===== config.mk =====
export PLATFORM = sky130hd
export DESIGN_NAME = ril_cell
export DESIGN_NICKNAME = d
export VERILOG_FILES = /design/src/sv/ril_pkg.sv /design/src/sv/ril_cell.sv
export SDC_FILE = /design/constraint.sdc
export NUM_CORES = 1
export LEC_CHECK = 0
export ABC_AREA = 1
export BUFFER_PORTS_ARGS = -buffer_cell sky130_fd_sc_hd__buf_4
export CORE_ASPECT_RATIO = 0.8
export CORE_MARGIN = 2
export CORE_UTILIZATION = 29
export CTS_CLUSTER_DIAMETER = 80
export CTS_CLUSTER_SIZE = 40
export DETAILED_ROUTE_END_ITERATION = 6
export GPL_ROUTABILITY_DRIVEN = 0
export SLEW_MARGIN = 30
export SYNTH_ARGS = -nofsm -noshare
export SYNTH_HDL_FRONTEND = slang
export SYNTH_SLANG_ARGS = --single-unit
export TNS_END_PERCENT = 1

===== constraint.sdc =====
create_clock -name i_clk -period 2.8 [get_ports i_clk]
set_clock_uncertainty 0.05 [all_clocks]
set_input_delay 0.14 -clock i_clk [delete_from_list [all_inputs] [get_ports i_clk]]
set_output_delay 0.14 -clock i_clk [all_outputs]
set_load 0.02 [all_outputs]

===== src/sv/ril_pkg.sv =====
// Shared types and constants for the rotating id list.
// Used by ril_cell and rotating_id_list_top; depends on nothing else.
`default_nettype none

package ril_pkg;

    // Table geometry
    localparam int SLOTS   = 64;
    localparam int SLOT_W  = $clog2(SLOTS);
    localparam int CNT_W   = $clog2(SLOTS + 1);
    localparam int ID_BITS = 32;

    // Number of cell write ports broadcast per operation
    localparam int WR_PORTS = 3;

    // Operation codes
    localparam logic [1:0] K_ADD    = 2'd0;
    localparam logic [1:0] K_REMOVE = 2'd1;
    localparam logic [1:0] K_ROTATE = 2'd2;

    // Status codes
    localparam logic [1:0] ST_OK         = 2'd0;
    localparam logic [1:0] ST_EMPTY      = 2'd1;
    localparam logic [1:0] ST_FULL       = 2'd2;
    localparam logic [1:0] ST_NOT_IN_USE = 2'd3;

    // Input request
    typedef struct packed {
        logic [1:0]         kind;
        logic [ID_BITS-1:0] item_id;
        logic [SLOT_W-1:0]  slot_handle;
    } t_in;

    // Result
    typedef struct packed {
        logic [SLOT_W-1:0]  result_handle;
        logic [ID_BITS-1:0] result_id;
        logic [1:0]         status;
        logic [CNT_W-1:0]   entry_count;
    } t_out;

    // One slot's contents as seen from outside the cell
    typedef struct packed {
        logic               used;
        logic               hf;     // has link toward front
        logic               hb;     // has link toward back
        logic [SLOT_W-1:0]  tf;     // link toward front
        logic [SLOT_W-1:0]  tb;     // link toward back
        logic [ID_BITS-1:0] id;
    } t_cell_state;

    // Field update broadcast to the row; the cell whose index matches applies it
    typedef struct packed {
        logic               en;
        logic [SLOT_W-1:0]  idx;
        logic               set_used;
        logic               used;
        logic               set_hf;
        logic               hf;
        logic               set_hb;
        logic               hb;
        logic               set_tf;
        logic [SLOT_W-1:0]  tf;
        logic               set_tb;
        logic [SLOT_W-1:0]  tb;
        logic               set_id;
        logic [ID_BITS-1:0] id;
    } t_cell_wr;

endpackage

`default_nettype wire


===== src/sv/ril_cell.sv =====
// One slot of the rotating id list: id, both links and their flags.
// Also one link of the free-slot priority chain. Depends on ril_pkg.
`default_nettype none

module ril_cell (
    input  wire logic                                  i_clk,
    input  wire logic                                  i_rst_n,
    input  wire logic [ril_pkg::SLOT_W-1:0]            i_index,
    input  wire ril_pkg::t_cell_wr [ril_pkg::WR_PORTS-1:0] i_wr,
    input  wire logic                                  i_free_below,
    output logic                                       o_free_below,
    output logic                                       o_grant,
    output ril_pkg::t_cell_state                       o_state
);
    import ril_pkg::*;

    logic               r_used, n_used;
    logic               r_hf, n_hf;
    logic               r_hb, n_hb;
    logic [SLOT_W-1:0]  r_tf, n_tf;
    logic [SLOT_W-1:0]  r_tb, n_tb;
    logic [ID_BITS-1:0] r_id, n_id;

    // Apply matching write ports in port order; later ports win per field
    always_comb begin
        n_used = r_used;
        n_hf   = r_hf;
        n_hb   = r_hb;
        n_tf   = r_tf;
        n_tb   = r_tb;
        n_id   = r_id;
        for (int k = 0; k < WR_PORTS; k++) begin
            if (i_wr[k].en && (i_wr[k].idx == i_index)) begin
                if (i_wr[k].set_used) n_used = i_wr[k].used;
                if (i_wr[k].set_hf)   n_hf   = i_wr[k].hf;
                if (i_wr[k].set_hb)   n_hb   = i_wr[k].hb;
                if (i_wr[k].set_tf)   n_tf   = i_wr[k].tf;
                if (i_wr[k].set_tb)   n_tb   = i_wr[k].tb;
                if (i_wr[k].set_id)   n_id   = i_wr[k].id;
            end
        end
    end

    // Flags: cleared at reset
    always_ff @(posedge i_clk) begin
        if (!i_rst_n) begin
            r_used <= 1'b0;
            r_hf   <= 1'b0;
            r_hb   <= 1'b0;
        end else begin
            r_used <= n_used;
            r_hf   <= n_hf;
            r_hb   <= n_hb;
        end
    end

    // Payload: only read while a flag covers it
    always_ff @(posedge i_clk) begin
        r_tf <= n_tf;
        r_tb <= n_tb;
        r_id <= n_id;
    end

    // Free-slot chain: lowest free cell takes the grant
    assign o_free_below = i_free_below | ~r_used;
    assign o_grant      = ~r_used & ~i_free_below;

    assign o_state = '{used: r_used, hf: r_hf, hb: r_hb,
                       tf: r_tf, tb: r_tb, id: r_id};

endmodule

`default_nettype wire


==> results of run 1 <==
## cell usage in the layout, fill, tap and decap left out, drive strengths merged
| cell | netlist | final |
|---|---|---|
| a21boi | 1 | 1 |
| a21oi | 4 | 4 |
| buf | 20 | 239 |
| clkbuf | 3 | 5 |
| clkinv | 1 | 4 |
| dfxtp | 47 | 47 |
| dlygate4sd3 | 0 | 33 |
| inv | 51 | 51 |
| nand2 | 252 | 252 |
| nand3 | 95 | 95 |
| nand3b | 3 | 3 |
| nand4 | 2 | 2 |
| nor2 | 11 | 11 |
| o21ai | 13 | 13 |
| o22ai | 1 | 1 |
| or2 | 33 | 33 |
## state kept, by name, indices dropped and copies added, names as in the netlist
| name | count |
|---|---|
| r_used | 1 |
| r_hb | 1 |
| r_hf | 1 |
| r_tb | 6 |
| r_id | 32 |
| r_tf | 6 |
## stage by stage
| step | total power [W] | std cells |
|---|---|---|
| 2_1_floorplan | 0.00180 | 537 |
| 4_1_cts | 0.00314 | 938 |
| 3_5_place_dp | 0.00250 | 897 |
| 5_1_grt | 0.00333 | 938 |
| 3_3_place_gp | 0.00248 | 897 |
| 6_report | 0.00311 | 938 |
## worst max-delay path: cells and delay by family
family | cells | cell delay, ns
simple gates | 7 | 0.85
buf+inv | 4 | 0.80
## cell families after synthesis
kind of cell           share of synthesized area (%)
flip-flops                                      29.9
buffers and inverters                           10.6
AND/OR/NAND/NOR                                 56.3
AO/OA/AOI/OAI                                   3.26
## worst paths after layout
check,startpoint,to,slack [ns],depth (start not counted)
worst max-delay path,i_index[2],r_id[1],1.17,11
worst min-delay path,i_wr[127],r_id[7],0.01,3
worst max register to register,r_used,r_used,1.92,4
worst min register to register,r_tf[2],r_tf[2],0.50,4
## layer usage
layer	vias to the layer above	share of wire, %	global-route usage, %
met5	-	0	0
met3	17	8.2	5.75
met1	1845	43	23.9
met2	167	47	35.0
met4	0	1.7	5.10
li1	2177	-	-
## final cells by class
type / count / area (um2) / area share (%)
Clock inverter: 3 / 15.0 / 0.275
Inverter: 52 / 195 / 3.58
Timing Repair Buffer: 272 / 2120 / 38.9
Multi-Input combinational cell: 415 / 1880 / 34.4
Clock buffer: 5 / 125 / 2.29
Tap cell: 144 / 180 / 3.30
Sequential cell: 47 / 941 / 17.2
## report_power, final
group	internal, W	switching, W	total [W]	leakage (nW)
clock network	0.000327	0.000260	0.000587	0.0733
registers	0.000923	0.000141	0.00106	0.393
logic	0.000721	0.000736	0.00146	2.50
total	0.00197	0.00114	0.00311	2.97
==> qor.csv, run 1 <==
metric,value,unit
cts_post_setup_buffers_inserted,0,
ys_ff_latch,47,
rows,34,
worst_pin_slew,0.607,ns
crit_arrival,1.80,ns
yosys.area.top_type,dfxtp_1,
dieHeight,97.2,um
drc,0,
report.final.slew_viol_count,0,
hp-class,in2reg,
synthCells,537,
cts_sinks,47,
area_growth,73.2,%
yosys_warnings,0,
cp.required,2.98,ns
overflow,0,
post-route-util,50.9,%
end_kind,register,
drv_cap,0,
routedWlPerCell,13.0,um
crit_chain,buf_4 > inv_1 > or2_2 > nand3_1 > nor2_1 > nand2_1 > inv_2 > nand2_2 > inv_2 > nand2_1 > nand2_1,
ir_worst_vdd,263,uV
p_leak,2.97,nW
vias,4206,
cp-start-kind,input port,
holdBufCountCts,33,
cp_max_fo,32,
firstDrtPassIters,5,
diodes,0,
setup_ws,1.17,ns
fin_tns_setup,0,ns
root_buffer,clkbuf_16,
path_clk_slew,0.06,ns
max_clock_freq,0.615,GHz
htreeDepth,2,
synth.most_common_cell,nand2_1,
drive_gt1_share,34.6,%
setup-violations-final,0,
antenna_found_initial,0,
start_util,29.4,%
fillCellCount,1108,
cts_buffers,5,
syn-cell-area,3150,um2
placed_cell_area,4990,um2
die_x,121,um
synth-edff-count,0,
ys_async_sr_fraction,0,%
slowest_delay,0.45,ns
crit_path_top_delay_cell,inv_2,
clockBufferDepth,2,
synth_commonest_cells,"nand2_1 (247), nand3_1 (93), dfxtp_1 (47), inv_1 (41), or2_0 (17)",
timing.hold.ws,0.0113,ns
nNetsFinal,982,
avgSynthCellArea,5.87,um2
path_class,in2reg,
critical_path.most_common_cell,nand2_1,
io_buffers,237,
final_area,5460,um2
post-route-period-util,58.1,%
grt_max_degree,65,
ys_seq_area_share,29.9,%
finalHoldViolations,0,
fp.coreArea,10700,um2
routed_wl,12200,um
io_pins,238,
hpwl,9200,um
drt_first_iter_violations,214,
synth_flop_cell,dfxtp_1,
grt_pass1_vias,3976,
postRouteAntennaNets,0,
cts_tree,built,
track_usage,20.0,%
clock_latency,0.28,ns
rsz0062_at_grt,no,
cts_resized,0,
power_density,569,nW/um2
yosysTopAreaCellShare,29.9,%
fin_crit,1.63,ns
status,"complete, no violations",
synth_area_leaders,"dfxtp_1 (30%), nand2_1 (29%), nand3_1 (15%), inv_1 (4.9%), or2_0 (3.4%)",
die_area,11700,um2
grt_pass1_wl,19100,um
postSynthNetCount,726,
slew_headroom,59.5,%
dp_slack,0.883,ns
netlist-cell-type-count,29,
routed_via_density,4.48,
(Power assumes the default switching activity.)
==> run 2, diff against run 1 <==
clock period = 1.3 ns   (was 2.8 ns; I/O delays follow)
==> run 2 against run 1 <==
Routed wire length grew 2.3%. Sequential power grew 120%. Cell count grew 4.3%. Sequential share of layout area shrank 1.3 points. Count of clock-buffer cells in the layout grew 1. Global-route usage grew 1.1 points. Critical endpoint is now r_id[30]. Largest power group unchanged.
==> qor.csv, run 2 (synthesis results as in run 1) <==
metric,value,unit
drv_cap,0,
postRouteAntennaNets,0,
final_cell_mix,"buf_4 (261), nand2_1 (243), nand3_1 (93), dfxtp_1 (47), dlygate4sd3_1 (44)",
cp-start-kind,input port,
crit_buf_inv,2,
fin_cells,978,
io_pins,238,
firstDrtPassIters,4,
final_common_cell,buf_4,
start_util,29.4,%
ir_worst_vdd,662,uV
drt_first_iter_violations,139,
nNetsFinal,1023,
cts_sinks,47,
fin_crit,1.22,ns
track_usage,21.1,%
crit_path_top_delay_cell,or2_1,
routedWlPerCell,12.8,um
grt_pass1_wl,20200,um
overflow,0,
power_density,1150,nW/um2
cts_tree,built,
worst_pin_slew,0.233,ns
cts_buffers,5,
die_x,121,um
top_regs,"r_id x32, r_tb x6, r_tf x6",
setup_ws,0.0791,ns
post-route-util,55.0,%
crit_arrival,1.35,ns
drive_gt1_share,37.4,%
die_area,11700,um2
hpwl,9770,um
htreeDepth,2,
dp_slack,-0.263,ns
path_clk_slew,0.06,ns
hp-class,in2reg,
antenna_found_initial,0,
area_growth,87.1,%
largest_reg_flops,32,
drc,0,
fillCellCount,1053,
report.final.slew_viol_count,0,
routed_wl,12500,um
vias,4347,
end_kind,register,
cp_max_fo,13,
cp.required,1.43,ns
finalHoldViolations,0,
post-route-period-util,93.9,%
dieHeight,97.2,um
clock_latency,0.28,ns
path_class,in2reg,
grt_pass1_vias,4449,
place_inst,927,
rows,34,
cts_post_setup_buffers_inserted,0,
routed_via_density,4.44,
slowest_delay,0.20,ns
regMostFlops,r_id,
critical_path.most_common_cell,nand2_1,
root_buffer,clkbuf_16,
p_leak,3.17,nW
grt_max_degree,33,
status,"complete, no violations",
max_clock_freq,0.819,GHz
path_delay_family,simple AND/OR/NAND/NOR gates,
rsz0062_at_grt,yes,
fp.coreArea,10700,um2
fin_tns_setup,0,ns
placed_cell_area,5280,um2
io_buffers,237,
slew_headroom,84.5,%
final_area,5900,um2
crit_chain,buf_4 > nand2_1 > nand2_1 > nor2_2 > nand2_2 > nor2_8 > nand2_8 > buf_6 > or2_1 > nand3_1 > nand2_1,
clockBufferDepth,2,
setup-violations-final,0,
diodes,0,
-- run 2: changes by cell type in the layout (fill, tap and decap cells not counted), moves of 4 or more --
cell and change:
buf_4 +22, dlygate4sd3_1 +11, o21ai_0 -6, o21ai_1 +6, buf_12 +5, nand2_1 -4
nand2_2 +4
-- run 2: power breakdown --
group / internal [W] / switching (W)
combinational: 0.00160 / 0.00160
clock: 0.000752 / 0.000535
sequential: 0.00199 / 0.000313
total: 0.00435 / 0.00245
-- run 2: worst min-delay path: cells and delay by family --
family	cells	cell delay (ns)
compound gates	1	0.11
buf+inv	2	0.13
-- run 2: path summary, 6_finish.rpt --
kind                   start  endpoint  slack (ns)  depth (start not counted)
hold reg to reg      r_tb[1]   r_tb[1]        0.50                          4
hold / removal       i_rst_n      r_hb        0.02                          3
setup / recovery  i_index[2]  r_id[30]        0.08                         11
setup reg to reg      r_used    r_used        0.46                          4
-- run 2: what timing repair did --
action / in CTS / in global routing
setup endpoints to repair: 0 / 40
hold endpoints to repair: 44 / 0
resized for setup: 0 / 18
hold buffers: 44 / 0
-- run 2: metal layers --
metal	global-route usage (%)	part of all wire (%)	routed length (um)	vias to the layer above
li1	-	-	-	2258
met1	25.1	42	5300	1924
met2	38.2	50	6220	156
met3	5.34	7.2	901	9
met4	4.47	0.76	95	0
met5	0	0	0	-
-- run 2: cell type report --
| class | count | area (um2) | area share (%) |
|---|---|---|---|
| inverters | 52 | 195 | 3.31 |
| repair buffers | 313 | 2530 | 43.0 |
| flip-flops and latches | 47 | 941 | 16.0 |
| well taps | 144 | 180 | 3.05 |
| multi-input cells | 415 | 1900 | 32.3 |
| clock buffers | 6 | 139 | 2.35 |
| clock inverters | 1 | 5.00 | 0.0849 |
-- run 2: stage by stage --
stage	total power (W)	hold slack, ns
global route	0.00728	0.0321
CTS	0.00687	0.00965
finish	0.00679	0.0179
floorplan	0.00387	0.125
global placement	0.00539	0.210
detailed placement	0.00543	0.214
==> run 3, diff against run 2 <==
==> constraint.sdc (replaced) <==
create_clock -name i_clk -period 1.3 [get_ports i_clk]
set_clock_uncertainty 0.05 [all_clocks]
set_input_delay 0.26 -clock i_clk [delete_from_list [all_inputs] [get_ports i_clk]]
set_output_delay 0.26 -clock i_clk [all_outputs]
set_load 0.02 [all_outputs]
==> run 3 against run 2 <==
The run now ends with negative setup slack left. Die area is the same. First-iteration DRC count rose by 10%. Routed wire length rose by 0.77%. Setup slack worse by 0.20 ns. Sequential power about the same.
==> qor.csv, run 3 (synthesis results as in run 1) <==
metric,value,unit
status,"finished, violations left",
failed_checks,negative setup slack,
cts_sinks,47,
firstDrtPassIters,4,
grt_max_degree,23,
min_to,r_id[19],
reg2reg_depth,4,
regToRegSetupSlack,0.45,ns
path_clk_slew,0.07,ns
regToRegStartpoint,r_used,
p_int,0.00455,W
routed_wl,12600,um
power_frac_comb,46.0,%
start_util,29.4,%
fin_crit,1.42,ns
vias,4247,
rsz0062_at_grt,yes,
power.share.clock,21.6,%
holdPathStages,3,
largest_reg_flops,32,
cts_tree,built,
wl_met3,885,um
top_regs,"r_id x32, r_tb x6, r_tf x6",
antenna_found_initial,0,
setup_ws,-0.120,ns
holdBufCountCts,0,
track_usage,20.7,%
net-switching-power,0.00250,W
dieHeight,97.2,um
p_leak,3.16,nW
fp.coreArea,10700,um2
area_growth,85.6,%
clockBufferDepth,2,
wl_met1,5380,um
cp_max_fo,8,
timing.hold.ws,0.109,ns
wl_met2,6150,um
fillCellCount,1050,
die_x,121,um
max_clock_freq,0.704,GHz
path_class,in2reg,
switching_share,35.5,%
nNetsFinal,992,
end_kind,register,
overflow,0,
drv_cap,0,
hpwl,9870,um
timing.rr.end,r_used,
regMostFlops,r_id,
crit_arrival,1.56,ns
rows,34,
cp-start-kind,input port,
grt_pass1_wl,19700,um
io_buffers,237,
routedWlPerCell,13.3,um
seqPwrFrac,32.4,%
worst_pin_slew,0.214,ns
root_buffer,clkbuf_16,
ir_worst_vdd,724,uV
post-route-period-util,109,%
diodes,0,
drive_gt1_share,43.7,%
htreeDepth,2,
io_pins,238,
slew_headroom,85.6,%
grt_pass1_vias,4072,
highest_layer,met4,
fin_tns_setup,-1.20,ns
setup-violations-final,30,
final_cell_mix,"buf_4 (258), nand2_1 (235), nand3_1 (84), dfxtp_1 (47), inv_1 (34)",
final_common_cell,buf_4,
finalHoldViolations,0,
holdCritStartpoint,i_wr[139],
power_density,1200,nW/um2
die_area,11700,um2
hp-class,in2reg,
cp.required,1.44,ns
clock_latency,0.28,ns
drt_first_iter_violations,153,
report.final.slew_viol_count,0,
routed_via_density,4.48,
postRouteAntennaNets,0,
drc,0,
cts_buffers,5,
==> run 3: changes by cell type in the layout (fill, tap and decap cells not counted), sizes merged <==
cell,delta
dlygate4sd3,-44
buf,+10
clkbuf,+2
bufinv,+1
nand2,+1
==> run 3: timing repair <==
| item | 4_1_cts | 5_1_grt |
|---|---|---|
| gates resized for setup | 30 | 52 |
| buffers inserted | 4 | 9 |
| endpoints found under the setup margin | 44 | 47 |
| cloned | 0 | 3 |
| pin swaps | 20 | 24 |
==> run 3: power by group through the flow <==
stage	registers [W]	logic, W	clock network, W
floorplan	0.00293	0.000944	0
global placement	0.00229	0.00308	0
detailed placement	0.00231	0.00312	0
CTS	0.00228	0.00319	0.00157
global route	0.00235	0.00354	0.00163
finish	0.00228	0.00324	0.00152
==> run 3: routing by layer <==
layer,track usage (%),vias up
met5,0,-
met1,25.7,1878
li1,-,2206
met2,36.0,146
met3,5.11,17
met4,4.47,0
==> run 3: how the worst max path moves through the flow <==
stage,start,end,slack [ns]
floorplan,i_index[2],r_id[23],-0.13
global placement,i_index[0],r_id[3],-0.44
detailed placement,i_index[1],r_tf[0],-0.46
CTS,i_index[4],r_id[28],-0.05
global route,i_wr[114],r_id[9],-0.16
finish,i_index[0],r_id[9],-0.12
==> run 3: final cells by class <==
class                      instances  area [um2]  share of cell area [%]
multi-input combinational        416        2050                    35.1
clock buffer                       6         139                    2.37
tap                              144         180                    3.08
inverter                          52         210                    3.59
clock inverter                     2        35.0                   0.599
timing repair buffer             281        2290                    39.2
sequential                        47         941                    16.1
==> run 3: critical path: stages <==
cell and delay [ns]:
buf_6 0.10, inv_4 0.04, a21boi_4 0.17, nand3_4 0.11, nor2_8 0.17, nand2_8 0.10
buf_12 0.15, buf_8 0.12, or2_0 0.21, nand3_1 0.07, nand2_1 0.05
==> run 3: metrics by stage <==
| stage | power [W] | cells | cell area (um2) | setup WS, ns | utilization, % |
|---|---|---|---|---|---|
| final | 0.00705 | 948 | 5850 | -0.120 | 54.6 |
| after global routing | 0.00751 | 948 | 5850 | -0.163 | 54.6 |
| after CTS | 0.00705 | 938 | 5590 | -0.0520 | 52.1 |
| after detailed placement | 0.00543 | 926 | 5310 | -0.459 | 49.5 |
| after global placement | 0.00537 | 926 | 5310 | -0.444 | 49.5 |
| after floorplan | 0.00387 | 537 | 3150 | -0.127 | - |
